**config.mk**
```make
export PLATFORM = sky130hd
export DESIGN_NAME = datagram_deframer_with_link_watch_core
export DESIGN_NICKNAME = d
export VERILOG_FILES = /design/src/hw/rtl/ddlw_pkg.sv /design/src/hw/rtl/datagram_deframer_with_link_watch_core.sv /design/src/hw/rtl/ddlw_ctrl.sv /design/src/hw/rtl/ddlw_datapath.sv
export SDC_FILE = /design/constraint.sdc
export NUM_CORES = 2
export LEC_CHECK = 0
export BUFFER_PORTS_ARGS = -buffer_cell sky130_fd_sc_hd__buf_2
export CORE_ASPECT_RATIO = 1.2
export CORE_MARGIN = 3
export CORE_UTILIZATION = 45
export DETAILED_ROUTE_END_ITERATION = 10
export GPL_TIMING_DRIVEN = 0
export PLACE_DENSITY = 0.6
export RECOVER_POWER = 25
export SLEW_MARGIN = 30
export SYNTH_ARGS = -nofsm -noshare
export SYNTH_HDL_FRONTEND = slang
export SYNTH_HIERARCHICAL = 1
export SYNTH_SLANG_ARGS = --single-unit
```
**constraint.sdc**
```tcl
create_clock -name clk -period 8.2 [get_ports clk]
set_input_delay 0.82 -clock clk [delete_from_list [all_inputs] [get_ports clk]]
set_output_delay 0.82 -clock clk [all_outputs]
set_load 0.1 [all_outputs]
```
**src/hw/rtl/ddlw_pkg.sv**
```systemverilog
package ddlw_pkg;

    localparam logic [7:0] START_BYTE = 8'd127;
    localparam logic [7:0] END_BYTE   = 8'd126;

    localparam logic [1:0] ERR_OK      = 2'd0;
    localparam logic [1:0] ERR_SHAPE   = 2'd1;
    localparam logic [1:0] ERR_LENGTH  = 2'd2;
    localparam logic [1:0] ERR_TIMEOUT = 2'd3;

    localparam logic KIND_WORD   = 1'b0;
    localparam logic KIND_STATUS = 1'b1;

    localparam logic REG_LOSS_LIMIT  = 1'b0;
    localparam logic REG_SEQ_MODULUS = 1'b1;

    localparam logic [7:0] LOSS_LIMIT_RESET  = 8'd20;
    localparam logic [8:0] SEQ_MODULUS_RESET = 9'd100;

    typedef struct packed {
        logic take;
        logic finish;
        logic timeout;
        logic rd_en;
        logic load_word;
        logic load_status;
    } ddlw_cmd_t;

    typedef struct packed {
        logic more_words;
        logic out_free;
    } ddlw_stat_t;

endpackage

```
**src/hw/rtl/datagram_deframer_with_link_watch_core.sv**
```systemverilog
// Datagram deframer with link watch. Bytes of a datagram arrive on the slave stream, with
// tlast on the final byte of each datagram and tuser high for a receive-timeout word. Each
// frame must be four 127 bytes, a sequence byte, a length byte, the payload as little-endian
// 32-bit words, then four 126 bytes, filling the datagram exactly. A byte is taken every
// cycle while a datagram is being received. At the end of a datagram the payload words of a
// valid frame are released from the word memory, each word needing a registered memory read
// and then a load of the output register, which waits while the output is held, followed by
// one status word with tlast set; no further byte is taken until the status word is loaded.
// The status word reports validity, error code, sequence gap, connection, the bad-event count
// and the safe-stop flag. Configuration writes are taken at any time and must only be issued
// while the block is idle.
module datagram_deframer_with_link_watch_core #(
    parameter int BUF_BYTES = 256,
    parameter int MAX_WORDS = 61
) (
    input  logic        clk,
    input  logic        rst_n,
    input  logic        s_tvalid,
    output logic        s_tready,
    input  logic [7:0]  s_tdata,   // data_byte [7:0]
    input  logic        s_tuser,   // mode
    input  logic        s_tlast,
    output logic        m_tvalid,
    input  logic        m_tready,
    output logic [55:0] m_tdata,   // payload_word [31:0], frame_valid [32], error_code [34:33],
                                   // sequence_gap [35], sequence_number [43:36],
                                   // connected [44], bad_count [52:45], safe_stop [53]
    output logic        m_tuser,   // result_kind
    output logic        m_tlast,
    input  logic        cfg_valid,
    output logic        cfg_ready,
    input  logic        cfg_index,
    input  logic [8:0]  cfg_data
);

    ddlw_pkg::ddlw_cmd_t  cmd;
    ddlw_pkg::ddlw_stat_t stat;

    assign cfg_ready = 1'b1;

    ddlw_ctrl u_ctrl (
        .clk      (clk),
        .rst_n    (rst_n),
        .s_tvalid (s_tvalid),
        .s_tlast  (s_tlast),
        .s_tuser  (s_tuser),
        .s_tready (s_tready),
        .stat     (stat),
        .cmd      (cmd)
    );

    ddlw_datapath #(
        .BUF_BYTES (BUF_BYTES),
        .MAX_WORDS (MAX_WORDS)
    ) u_datapath (
        .clk       (clk),
        .rst_n     (rst_n),
        .cmd       (cmd),
        .stat      (stat),
        .byte_in   (s_tdata),
        .cfg_we    (cfg_valid & cfg_ready),
        .cfg_index (cfg_index),
        .cfg_data  (cfg_data),
        .m_tready  (m_tready),
        .m_tvalid  (m_tvalid),
        .m_tdata   (m_tdata),
        .m_tuser   (m_tuser),
        .m_tlast   (m_tlast)
    );

endmodule

```
**src/hw/rtl/ddlw_ctrl.sv**
```systemverilog
module ddlw_ctrl (
    input  logic                clk,
    input  logic                rst_n,
    input  logic                s_tvalid,
    input  logic                s_tlast,
    input  logic                s_tuser,
    output logic                s_tready,
    input  ddlw_pkg::ddlw_stat_t stat,
    output ddlw_pkg::ddlw_cmd_t  cmd
);

    typedef enum logic [1:0] {
        S_RX,
        S_FETCH,
        S_WORD,
        S_STATUS
    } state_t;

    state_t state_reg, state_next;
    logic   ready_reg, ready_next;

    always_comb
    begin
        state_next = state_reg;
        ready_next = ready_reg;
        cmd        = '0;
        case (state_reg)
            S_RX:
            begin
                if (s_tvalid)
                begin
                    if (s_tuser)
                    begin
                        cmd.timeout = 1'b1;
                        state_next  = S_FETCH;
                        ready_next  = 1'b0;
                    end
                    else if (s_tlast)
                    begin
                        cmd.finish = 1'b1;
                        state_next = S_FETCH;
                        ready_next = 1'b0;
                    end
                    else
                    begin
                        cmd.take = 1'b1;
                    end
                end
            end
            S_FETCH:
            begin
                if (stat.more_words)
                begin
                    cmd.rd_en  = 1'b1;
                    state_next = S_WORD;
                end
                else
                begin
                    state_next = S_STATUS;
                end
            end
            S_WORD:
            begin
                if (stat.out_free)
                begin
                    cmd.load_word = 1'b1;
                    state_next    = S_FETCH;
                end
            end
            S_STATUS:
            begin
                if (stat.out_free)
                begin
                    cmd.load_status = 1'b1;
                    state_next      = S_RX;
                    ready_next      = 1'b1;
                end
            end
            default:
            begin
                state_next = S_RX;
                ready_next = 1'b1;
            end
        endcase
    end

    always_ff @(posedge clk or negedge rst_n)
    begin
        if (!rst_n)
        begin
            state_reg <= S_RX;
            ready_reg <= 1'b1;
        end
        else
        begin
            state_reg <= state_next;
            ready_reg <= ready_next;
        end
    end

    assign s_tready = ready_reg;

endmodule

```
**src/hw/rtl/ddlw_datapath.sv**
```systemverilog
module ddlw_datapath #(
    parameter int BUF_BYTES = 256,
    parameter int MAX_WORDS = 61
) (
    input  logic                 clk,
    input  logic                 rst_n,
    input  ddlw_pkg::ddlw_cmd_t  cmd,
    output ddlw_pkg::ddlw_stat_t stat,
    input  logic [7:0]           byte_in,
    input  logic                 cfg_we,
    input  logic                 cfg_index,
    input  logic [8:0]           cfg_data,
    input  logic                 m_tready,
    output logic                 m_tvalid,
    output logic [55:0]          m_tdata,
    output logic                 m_tuser,
    output logic                 m_tlast
);

    localparam int AW = (MAX_WORDS > 1) ? $clog2(MAX_WORDS) : 1;
    localparam int CW = $clog2(MAX_WORDS + 1);

    logic [8:0]  pos_reg;
    logic [7:0]  len_reg;
    logic [7:0]  seq_reg;
    logic        shape_ok_reg;
    logic        end_ok_reg;
    logic [23:0] asm_reg;

    logic [31:0] mem [MAX_WORDS];
    logic [31:0] rd_data_reg;
    logic [AW-1:0] rd_addr_reg;
    logic [CW-1:0] words_left_reg;

    logic [7:0]  loss_limit_reg;
    logic [8:0]  seq_mod_reg;
    logic [7:0]  last_seq_reg;
    logic        link_up_reg;
    logic [7:0]  bad_reg;

    logic        st_valid_reg;
    logic [1:0]  st_code_reg;
    logic        st_gap_reg;
    logic [7:0]  st_seq_reg;
    logic        st_conn_reg;
    logic [7:0]  st_bad_reg;
    logic        st_stop_reg;

    logic        out_valid_reg;
    logic        out_kind_reg;
    logic        out_last_reg;
    logic [53:0] out_data_reg;

    logic        byte_cmd;
    logic [8:0]  p;
    logic [8:0]  p_rel;
    logic        in_payload;
    logic        in_trailer;
    logic [1:0]  k;
    logic [6:0]  w;
    logic        wr_en;
    logic [23:0] asm_next;

    logic        shape_ok_n;
    logic        end_ok_n;
    logic [7:0]  len_n;
    logic [7:0]  seq_n;
    logic [9:0]  n;
    logic [1:0]  code;
    logic        frame_ok;
    logic [8:0]  expected;
    logic        gap;
    logic [7:0]  bad_inc;
    logic [7:0]  bad_new;
    logic        link_new;

    assign byte_cmd   = cmd.take | cmd.finish;
    assign p          = pos_reg - 9'd6;
    assign in_payload = (pos_reg >= 9'd6) && (p < {1'b0, len_reg});
    assign p_rel      = p - {1'b0, len_reg};
    assign in_trailer = (pos_reg >= 9'd6) && !in_payload && (p_rel < 9'd4);
    assign k          = p[1:0];
    assign w          = p[8:2];
    assign wr_en      = byte_cmd && in_payload && (k == 2'd3) && (w < 7'(MAX_WORDS));

    always_comb
    begin
        asm_next = asm_reg;
        case (k)
            2'd0:    asm_next = {16'd0, byte_in};
            2'd1:    asm_next[15:8] = byte_in;
            2'd2:    asm_next[23:16] = byte_in;
            default: asm_next = asm_reg;
        endcase
    end

    assign shape_ok_n = shape_ok_reg && !((pos_reg < 9'd4) && (byte_in != ddlw_pkg::START_BYTE));
    assign end_ok_n   = end_ok_reg && !(in_trailer && (byte_in != ddlw_pkg::END_BYTE));
    assign len_n      = (pos_reg == 9'd5) ? byte_in : len_reg;
    assign seq_n      = (pos_reg == 9'd4) ? byte_in : seq_reg;
    assign n          = {1'b0, pos_reg} + 10'd1;

    always_comb
    begin
        if ((n < 10'd4) || !shape_ok_n)
        begin
            code = ddlw_pkg::ERR_SHAPE;
        end
        else if ((n != ({2'd0, len_n} + 10'd10)) || (len_n[1:0] != 2'd0) ||
                 ({4'd0, len_n[7:2]} > 10'(MAX_WORDS)) || (n > 10'(BUF_BYTES)))
        begin
            code = ddlw_pkg::ERR_LENGTH;
        end
        else if (!end_ok_n)
        begin
            code = ddlw_pkg::ERR_SHAPE;
        end
        else
        begin
            code = ddlw_pkg::ERR_OK;
        end
    end

    assign frame_ok = cmd.finish && (code == ddlw_pkg::ERR_OK);
    assign expected = (({1'b0, last_seq_reg} + 9'd1) >= seq_mod_reg) ? 9'd0
                                                                     : {1'b0, last_seq_reg} + 9'd1;
    assign gap      = ({1'b0, seq_n} != expected);
    assign bad_inc  = (link_up_reg && (bad_reg != 8'd255)) ? bad_reg + 8'd1 : bad_reg;
    assign bad_new  = frame_ok ? 8'd0 : bad_inc;
    assign link_new = link_up_reg | frame_ok;

    always_ff @(posedge clk or negedge rst_n)
    begin
        if (!rst_n)
        begin
            pos_reg      <= '0;
            len_reg      <= '0;
            seq_reg      <= '0;
            shape_ok_reg <= 1'b1;
            end_ok_reg   <= 1'b1;
            asm_reg      <= '0;
        end
        else if (cmd.finish || cmd.timeout)
        begin
            pos_reg      <= '0;
            len_reg      <= '0;
            seq_reg      <= '0;
            shape_ok_reg <= 1'b1;
            end_ok_reg   <= 1'b1;
            asm_reg      <= '0;
        end
        else if (cmd.take)
        begin
            if (pos_reg != 9'd511)
            begin
                pos_reg <= pos_reg + 9'd1;
            end
            len_reg      <= len_n;
            seq_reg      <= seq_n;
            shape_ok_reg <= shape_ok_n;
            end_ok_reg   <= end_ok_n;
            if (in_payload)
            begin
                asm_reg <= asm_next;
            end
        end
    end

    always_ff @(posedge clk)
    begin
        if (wr_en)
        begin
            mem[w[AW-1:0]] <= {byte_in, asm_reg};
        end
        if (cmd.rd_en)
        begin
            rd_data_reg <= mem[rd_addr_reg];
        end
    end

    always_ff @(posedge clk or negedge rst_n)
    begin
        if (!rst_n)
        begin
            rd_addr_reg    <= '0;
            words_left_reg <= '0;
        end
        else if (cmd.finish || cmd.timeout)
        begin
            rd_addr_reg    <= '0;
            words_left_reg <= frame_ok ? CW'(len_n[7:2]) : '0;
        end
        else if (cmd.rd_en)
        begin
            rd_addr_reg    <= rd_addr_reg + AW'(1);
            words_left_reg <= words_left_reg - CW'(1);
        end
    end

    always_ff @(posedge clk or negedge rst_n)
    begin
        if (!rst_n)
        begin
            loss_limit_reg <= ddlw_pkg::LOSS_LIMIT_RESET;
            seq_mod_reg    <= ddlw_pkg::SEQ_MODULUS_RESET;
        end
        else if (cfg_we)
        begin
            case (cfg_index)
                ddlw_pkg::REG_LOSS_LIMIT:  loss_limit_reg <= cfg_data[7:0];
                ddlw_pkg::REG_SEQ_MODULUS: seq_mod_reg    <= cfg_data;
                default:                   seq_mod_reg    <= seq_mod_reg;
            endcase
        end
    end

    always_ff @(posedge clk or negedge rst_n)
    begin
        if (!rst_n)
        begin
            last_seq_reg <= '0;
            link_up_reg  <= 1'b0;
            bad_reg      <= '0;
        end
        else if (cmd.finish || cmd.timeout)
        begin
            if (frame_ok)
            begin
                last_seq_reg <= seq_n;
            end
            link_up_reg <= link_new;
            bad_reg     <= bad_new;
        end
    end

    always_ff @(posedge clk)
    begin
        if (cmd.finish || cmd.timeout)
        begin
            st_valid_reg <= frame_ok;
            st_code_reg  <= cmd.timeout ? ddlw_pkg::ERR_TIMEOUT : code;
            st_gap_reg   <= frame_ok && gap;
            st_seq_reg   <= cmd.timeout ? 8'd0 : seq_n;
            st_conn_reg  <= link_new;
            st_bad_reg   <= bad_new;
            st_stop_reg  <= (bad_new > loss_limit_reg);
        end
    end

    always_ff @(posedge clk or negedge rst_n)
    begin
        if (!rst_n)
        begin
            out_valid_reg <= 1'b0;
        end
        else if (cmd.load_word || cmd.load_status)
        begin
            out_valid_reg <= 1'b1;
        end
        else if (m_tready)
        begin
            out_valid_reg <= 1'b0;
        end
    end

    always_ff @(posedge clk)
    begin
        if (cmd.load_word)
        begin
            out_kind_reg <= ddlw_pkg::KIND_WORD;
            out_last_reg <= 1'b0;
            out_data_reg <= {22'd0, rd_data_reg};
        end
        else if (cmd.load_status)
        begin
            out_kind_reg <= ddlw_pkg::KIND_STATUS;
            out_last_reg <= 1'b1;
            out_data_reg <= {st_stop_reg, st_bad_reg, st_conn_reg, st_seq_reg,
                             st_gap_reg, st_code_reg, st_valid_reg, 32'd0};
        end
    end

    assign stat.more_words = (words_left_reg != '0);
    assign stat.out_free   = !out_valid_reg || m_tready;

    assign m_tvalid = out_valid_reg;
    assign m_tdata  = {2'b00, out_data_reg};
    assign m_tuser  = out_kind_reg;
    assign m_tlast  = out_last_reg;

endmodule
```
# Word-level counts from Yosys, hierarchy flattened

Memories as Yosys holds them, arrays and structs flattened. A register that Yosys moved wholly into a read port is not among the register bits.
Index checks and enable logic that the tools add are counted.

Register bits after elaboration: 178
Memory bits (writable): 1952
Input bits: 25
Output and inout port bits: 61
Logic and storage cells: 177
Memories kept: 1

$add $sub $neg: 9
Magnitude comparators: 10
Equal/unequal tests: 18
Mux-type cells: 59
Bitwise gates (word level): 3
Reduce and logical (&&, ||, !) cells: 49

Memory list:

| name           | words | width | rd ports | clocked after Yosys merged registers in | write ports | RTL line            | RTL |
|---|---|---|---|---|---|---|---|
| u_datapath.mem | 61    | 32    | 1        | 1                                       | 1           | ddlw_datapath.sv:30 | `logic [31:0] mem [MAX_WORDS];` |

Operators by type and width:

| cell                   | count |
|---|---|
| $mux W24               | 3 |
| $mux W8                | 9 |
| $mux W32               | 2 |
| $mux W9                | 4 |
| $pmux W8 S2            | 2 |
| $mux W6                | 5 |
| $mux W1                | 22 |
| $eq A9 B3 Y1 const B   | 2 |
| $lt A9 B3 Y1 const B   | 2 |
| $reduce_bool A2 Y1     | 9 |
| $mux W2                | 8 |
| $ne A8 B7 Y1 const B   | 2 |
| $logic_and A1 B1 Y1    | 13 |
| $add A9 B1 Y10 const B | 1 |
| $gt A10 B9 Y1 const B  | 1 |
| $lt A10 B3 Y1 const B  | 1 |
| $ne A10 B10 Y1         | 1 |
| $add A8 B1 Y9 const B  | 1 |
| $add A8 B4 Y9 const B  | 1 |
| $add A9 B1 Y9 const B  | 1 |
| $ge A9 B3 Y1 const B   | 1 |
| $ge A9 B9 Y1           | 1 |
| $lt A9 B8 Y1           | 1 |
| $ne A8 B9 Y1           | 1 |
| 27 further kinds       | 54 |

# Longest topological paths before layout

Depth after elaboration: 16
Gate-level depth with buffers: 25
Mapped depth without buffers: 23

# Cells and area by module

The synthesis kept the hierarchy.

Modules (own cells, without submodules):

| module                                 | times used | cells an instance | area an instance (µm²) |
|---|---|---|---|
| ddlw_datapath                          | 1          | 3832              | 84345.9 |
| ddlw_ctrl                              | 1          | 21                | 177.7 |
| datagram_deframer_with_link_watch_core | 1          | 2                 | 11.3 |

# Least setup slack after synthesis

OpenSTA, ideal clock, no wires.

Path kind: flip-flop to flip-flop
Start point: register u_datapath.pos_reg[3]
End point: memory u_datapath.mem[24][0], enable pin
Library setup time: 0.501 ns
Arrival time: 6.103 ns
Data required time: 7.699 ns
Path slack: 1.595 ns
Stages on the path, launching flop included: 14
Buffers on the path: 3
Clock period less this slack: 6.605 ns
Path through: dfrtp_1 clkbuf_1 clkbuf_1 a21oi_1 xnor2_1 inv_1 ha_1 a21oi_1 o21ai_0 a21o_1 a21o_1 a211o_1 clkbuf_1 nor4_1

Cells in the longest elaborated chain, start to end: 8

Ends and longest elaborated chain:

| element                           | RTL line             | RTL |
|---|---|---|
| from (decl)                       | ddlw_datapath.sv:23  | `logic [8:0] pos_reg;` |
| from (signal assigned)            | ddlw_datapath.sv:156 | `pos_reg <= pos_reg + 9'd1;` |
| $sub A9 B3 Y9                     | ddlw_datapath.sv:78  | `assign p = pos_reg - 9'd6;` |
| $lt A9 B8 Y1                      | ddlw_datapath.sv:79  | `assign in_payload = (pos_reg >= 9'd6) && (p < {1'b0, len_reg});` |
| $logic_and A1 B1 Y1               | ddlw_datapath.sv:79  |  |
| $logic_and A1 B1 Y1 (3 in series) | ddlw_datapath.sv:84  | `assign wr_en = byte_cmd && in_payload && (k == 2'd3) && (w < 7'(MAX_WORDS));` |
| $mux W1                           | ddlw_datapath.sv:171 | `if (wr_en)` |
| $mux W1 (implied by the code)     | ddlw_datapath.sv:173 | `mem[w[AW-1:0]] <= {byte_in, asm_reg};` |
| to (decl)                         | ddlw_datapath.sv:30  |  |

Several ways; a longest one is shown, not always the timed one.

# Worst setup path in the final report

Start point: input s_tdata[2]
End point: register u_datapath.st_stop_reg, data pin

Cells in the longest elaborated chain, start to end: 12

Ends and longest elaborated chain:

| element                          | RTL line                                     | RTL |
|---|---|---|
| from (decl)                      | datagram_deframer_with_link_watch_core.sv:20 | `input logic [7:0] s_tdata,` |
| $mux W8                          | ddlw_datapath.sv:99                          | `assign len_n = (pos_reg == 9'd5) ? byte_in : len_reg;` |
| $add A8 B4 Y9                    | ddlw_datapath.sv:109                         | `else if ((n != ({2'd0, len_n} + 10'd10)) \|\| (len_n[1:0] != 2'd0) \|\|` |
| $ne A10 B10 Y1                   | ddlw_datapath.sv:109                         |  |
| $logic_or A1 B1 Y1 (2 in series) | ddlw_datapath.sv:109                         |  |
| $logic_or A1 B1 Y1               | ddlw_datapath.sv:110                         | `({4'd0, len_n[7:2]} > 10'(MAX_WORDS)) \|\| (n > 10'(BUF_BYTES)))` |
| $mux W2                          | ddlw_datapath.sv:109                         |  |
| $mux W2 (*)                      | ddlw_datapath.sv:105                         | `if ((n < 10'd4) \|\| !shape_ok_n)` |
| $logic_not A2 Y1 (*)             | ddlw_datapath.sv:124                         | `assign frame_ok = cmd.finish && (code == ddlw_pkg::ERR_OK);` |
| $logic_and A1 B1 Y1 (*)          | ddlw_datapath.sv:124                         |  |
| net u_datapath.frame_ok          | ddlw_datapath.sv:70                          | `logic frame_ok;` |
| $mux W8 (*)                      | ddlw_datapath.sv:129                         | `assign bad_new = frame_ok ? 8'd0 : bad_inc;` |
| net u_datapath.bad_new[1]        | ddlw_datapath.sv:74                          | `logic [7:0] bad_new;` |
| $gt A8 B8 Y1 (*)                 | ddlw_datapath.sv:246                         | `st_stop_reg <= (bad_new > loss_limit_reg);` |
| to (signal assigned)             | ddlw_datapath.sv:246                         |  |
| to (decl)                        | ddlw_datapath.sv:47                          | `logic st_stop_reg;` |

Mark *: on every way through the listed nets, which the timed path passes. The rest lies on a longest branch.
A chain may end at the register's enable or synchronous reset.

==> results.md <==
- Status: finished, violations left
- Failing checks: max-capacitance violations, max-slew violations
- Layout cells sized above 1: between 30% and 40%
- GRT Total Usage: 23.8%
- H-tree depth: 4
- Std-Cell Rows: 173
- Final Hold Fails: 0
- Slew Limit Fails: roughly 380
- Initial antenna violation count: 23
- Post-synth cell types: between 70 and 80
- P_leak: between 30 and 40 nW
- CTS max path bufs: 3
- DR vias/cell: roughly 6
- Final WL: 228000 um
- Most frequent cells in the layout: 2038 x edfxtp_1, 640 x mux4_2, 211 x clkbuf_16, 170 x clkbuf_1, 150 x buf_2
- Reg2reg path depth: 23
- Setup violators final: 0
- # resized after CTS: 0
- Area of the die: ~190000 um2
- Iteration-0 DRC Markers: about 5000
- Worst-path clk slew: about 60 ps
- Setup CP Type: primary input to register
- IO Port Bufs: between 80 and 90
- Post-DP Area: about 92000 um2
- I/O Pins: between 80 and 90
- Main area contributors after synthesis: edfxtp_1 72%, mux4_2 17%, dfrtp_1 2.8%
- Vias in the first global route: about 43000
- Syn Area/Cell: ~22 um2
- Final Skew: around 34 ps
- Core area: between 150000 and 200000 um2
- Total Nets Final: 4400
- Skew-Pair Late Insertion Delay: around 850 ps
- # Max-Cap Violations: 6
- Die span in y: 481 um
- Worst Setup End Kind: register
- DR DRC count: 0
- FF+latch area: approximately 64000 um2
- Hold slack: between 200 and 250 ps
- Grt ovf: 0
- Synth Cell Area: around 85000 um2
- Crit-path max FO: 62
- Post-CTS setup buffers: 0
- First-pass GRT wire length: 324000 um
- Seq cells post-synth: 2162
- Setup repair after global routing missed its margin: no
- Root buffer cell: clkbuf_16
- Yosys warns: 6
- Hold Crit Class: primary input to register
- Pre-antenna DRT Iters: 7
- Worst slew margin: -147%
- # fillers: roughly 14000
- Wire length per cell: about 33 um
- Post-DP HPWL: approximately 160000 um
- Top FF cell, synth: edfxtp_1
- Area Growth Syn to Fin: 17.3%
- Footprint of the multi-input gates: 19800 um2
- Clk sinks: around 2200
- Fin crit share: between 80% and 90%
- Max rail drop VDD: approximately 0.45 mV
- Power per standard cell area: between 200 and 300 nW/um2
- Final instance area: around 99000 um2
- Initial Util: between 40% and 50%
- Fmax: 143 MHz
- CP arrival: roughly 7600 ps
- Seq/Total Area, Yosys: between 70% and 80%
- CTS tree: done
- Dominant cell type by area after synthesis: edfxtp_1
- Setup_tns: 0 ps
- Antenna Nets Post-Route: 0
- Post-synth EDFFs: just over 2000
- Number of flip-flops in the largest register: slightly below 2000
- Least-Margin Pin Slew: roughly 3700 ps
- Worst Hold Path Cells: 2
- Post-layout power: about 28 mW
- Largest net degree at the start of global routing: 70
- Mapped Cells: slightly below 4000
- Routability cong.: between 0.8 and 0.9
- CTS Buf Count: about 210
- CP required: ~9000 ps
- Fraction of registers with async set/reset: approximately 4.7%
- Post-synth top area share: between 70 and 80%
- Cts hold-fix bufs: 1
- Commonest non-fill, non-tap cell in the layout: edfxtp_1
- Die X: between 400 and 500 um
- Vias post-DR: between 40000 and 50000
- Critical Path Source Type: primary input
- Min cycle time layout: between 7000 and 8000 ps
## worst max-delay path: stages
cell and delay [ps]:
clkbuf_1 2220, clkbuf_1 520, a21oi_1 180, nor4b_1 400
o221ai_1 190, o22ai_1 250, nor3b_1 220, nand4_1 170
nor4_2 740, buf_2 340, nor2_1 110, ha_1 290
nor2b_1 130, o21a_1 150, o21ai_0 140, nand2b_1 70
a21oi_1 150, nor2_1 60, a211oi_1 220, a21oi_1 100
## synthesized netlist by cell type, drive strengths merged (4+ instances only)
cell    instances
dfrtp          93
a211o           6
a21oi          33
a21o           12
mux2           16
buf            68
nor2          171
nor2b          11
nand4          31
o21ai          54
mux2i          37
edfxtp       2038
nor4           10
a31oi           5
o22ai           4
o31ai           7
nor3           25
and4            5
a211oi         18
and2           37
nand2b          8
o211ai          9
xor2           19
mux4          640
and3            8
xnor2          26
clkbuf        148
nand2          90
ha             36
o21a            4
or3            10
dfxtp          23
or2             8
dfstp           8
inv            44
nor3b           5
nand3          46
## area by class of cell
cell class	instances	share of cell area, %
antenna	18	0.0454
clock buffer	265	5.63
clock inverter	117	1.23
tap	2450	3.09
inverter	44	0.166
timing repair buffer	273	4.20
multi-input combinational	1434	20.0
sequential	2162	64.7
buffer	216	0.952
## per-layer routing
layer / up-vias / global-route usage, % / wire length, um
met1: 22900 / 31.9 / 87700
met3: 391 / 4.40 / 18600
met4: 6 / 8.66 / 8990
li1: 17100 / - / -
met5: - / 0 / 34
met2: 1897 / 39.5 / 113000
## per-stage QoR
stage,setup WS [ps],cells,util [%]
3_5_place_dp,1720,6577,49.7
3_3_place_gp,-3650,6388,47.3
4_1_cts,1700,6960,53.4
5_1_grt,672,6962,53.3
6_report,1200,6979,53.3
2_1_floorplan,1600,3856,-
## kinds of logic (layout without fill, tap and decap cells)
| logic type | after synthesis | in the layout | synth area share, % |
|---|---|---|---|
| DFF | 2162 | 2162 | 75.9 |
| buffers and inverters | 260 | 915 | 1.19 |
| adders and majority gates | 36 | 36 | 0.533 |
| xor gates and xnor gates | 45 | 45 | 0.466 |
| muxes | 693 | 693 | 17.7 |
| AOI/OAI and AO/OA | 183 | 183 | 1.44 |
| and+or+nand+nor | 474 | 474 | 2.71 |
| other | 2 | 21 | 0.00888 |
## where the power goes
part | switching, mW | internal (mW)
logic | 4.18 | 2.05
clock network | 4.11 | 5.51
registers | 0.136 | 12.3
total | 8.42 | 19.9
## final timing paths
check | from | end | slack, ps
setup / recovery | s_tdata[2] | u_datapath/st_stop_reg | 1200
hold / removal | cfg_data[8] | u_datapath/seq_mod_reg[8] | 220
setup reg to reg | u_datapath/pos_reg[1] | u_datapath/st_stop_reg | 1700
hold reg to reg | u_datapath/st_bad_reg[2] | u_datapath/out_data_reg[47] | 490
max in group asynchronous | rst_n | u_datapath/asm_reg[1] | 3510
min in group asynchronous | rst_n | u_datapath/loss_limit_reg[1] | 360
Note: power is estimated with default switching activity, not from simulation.
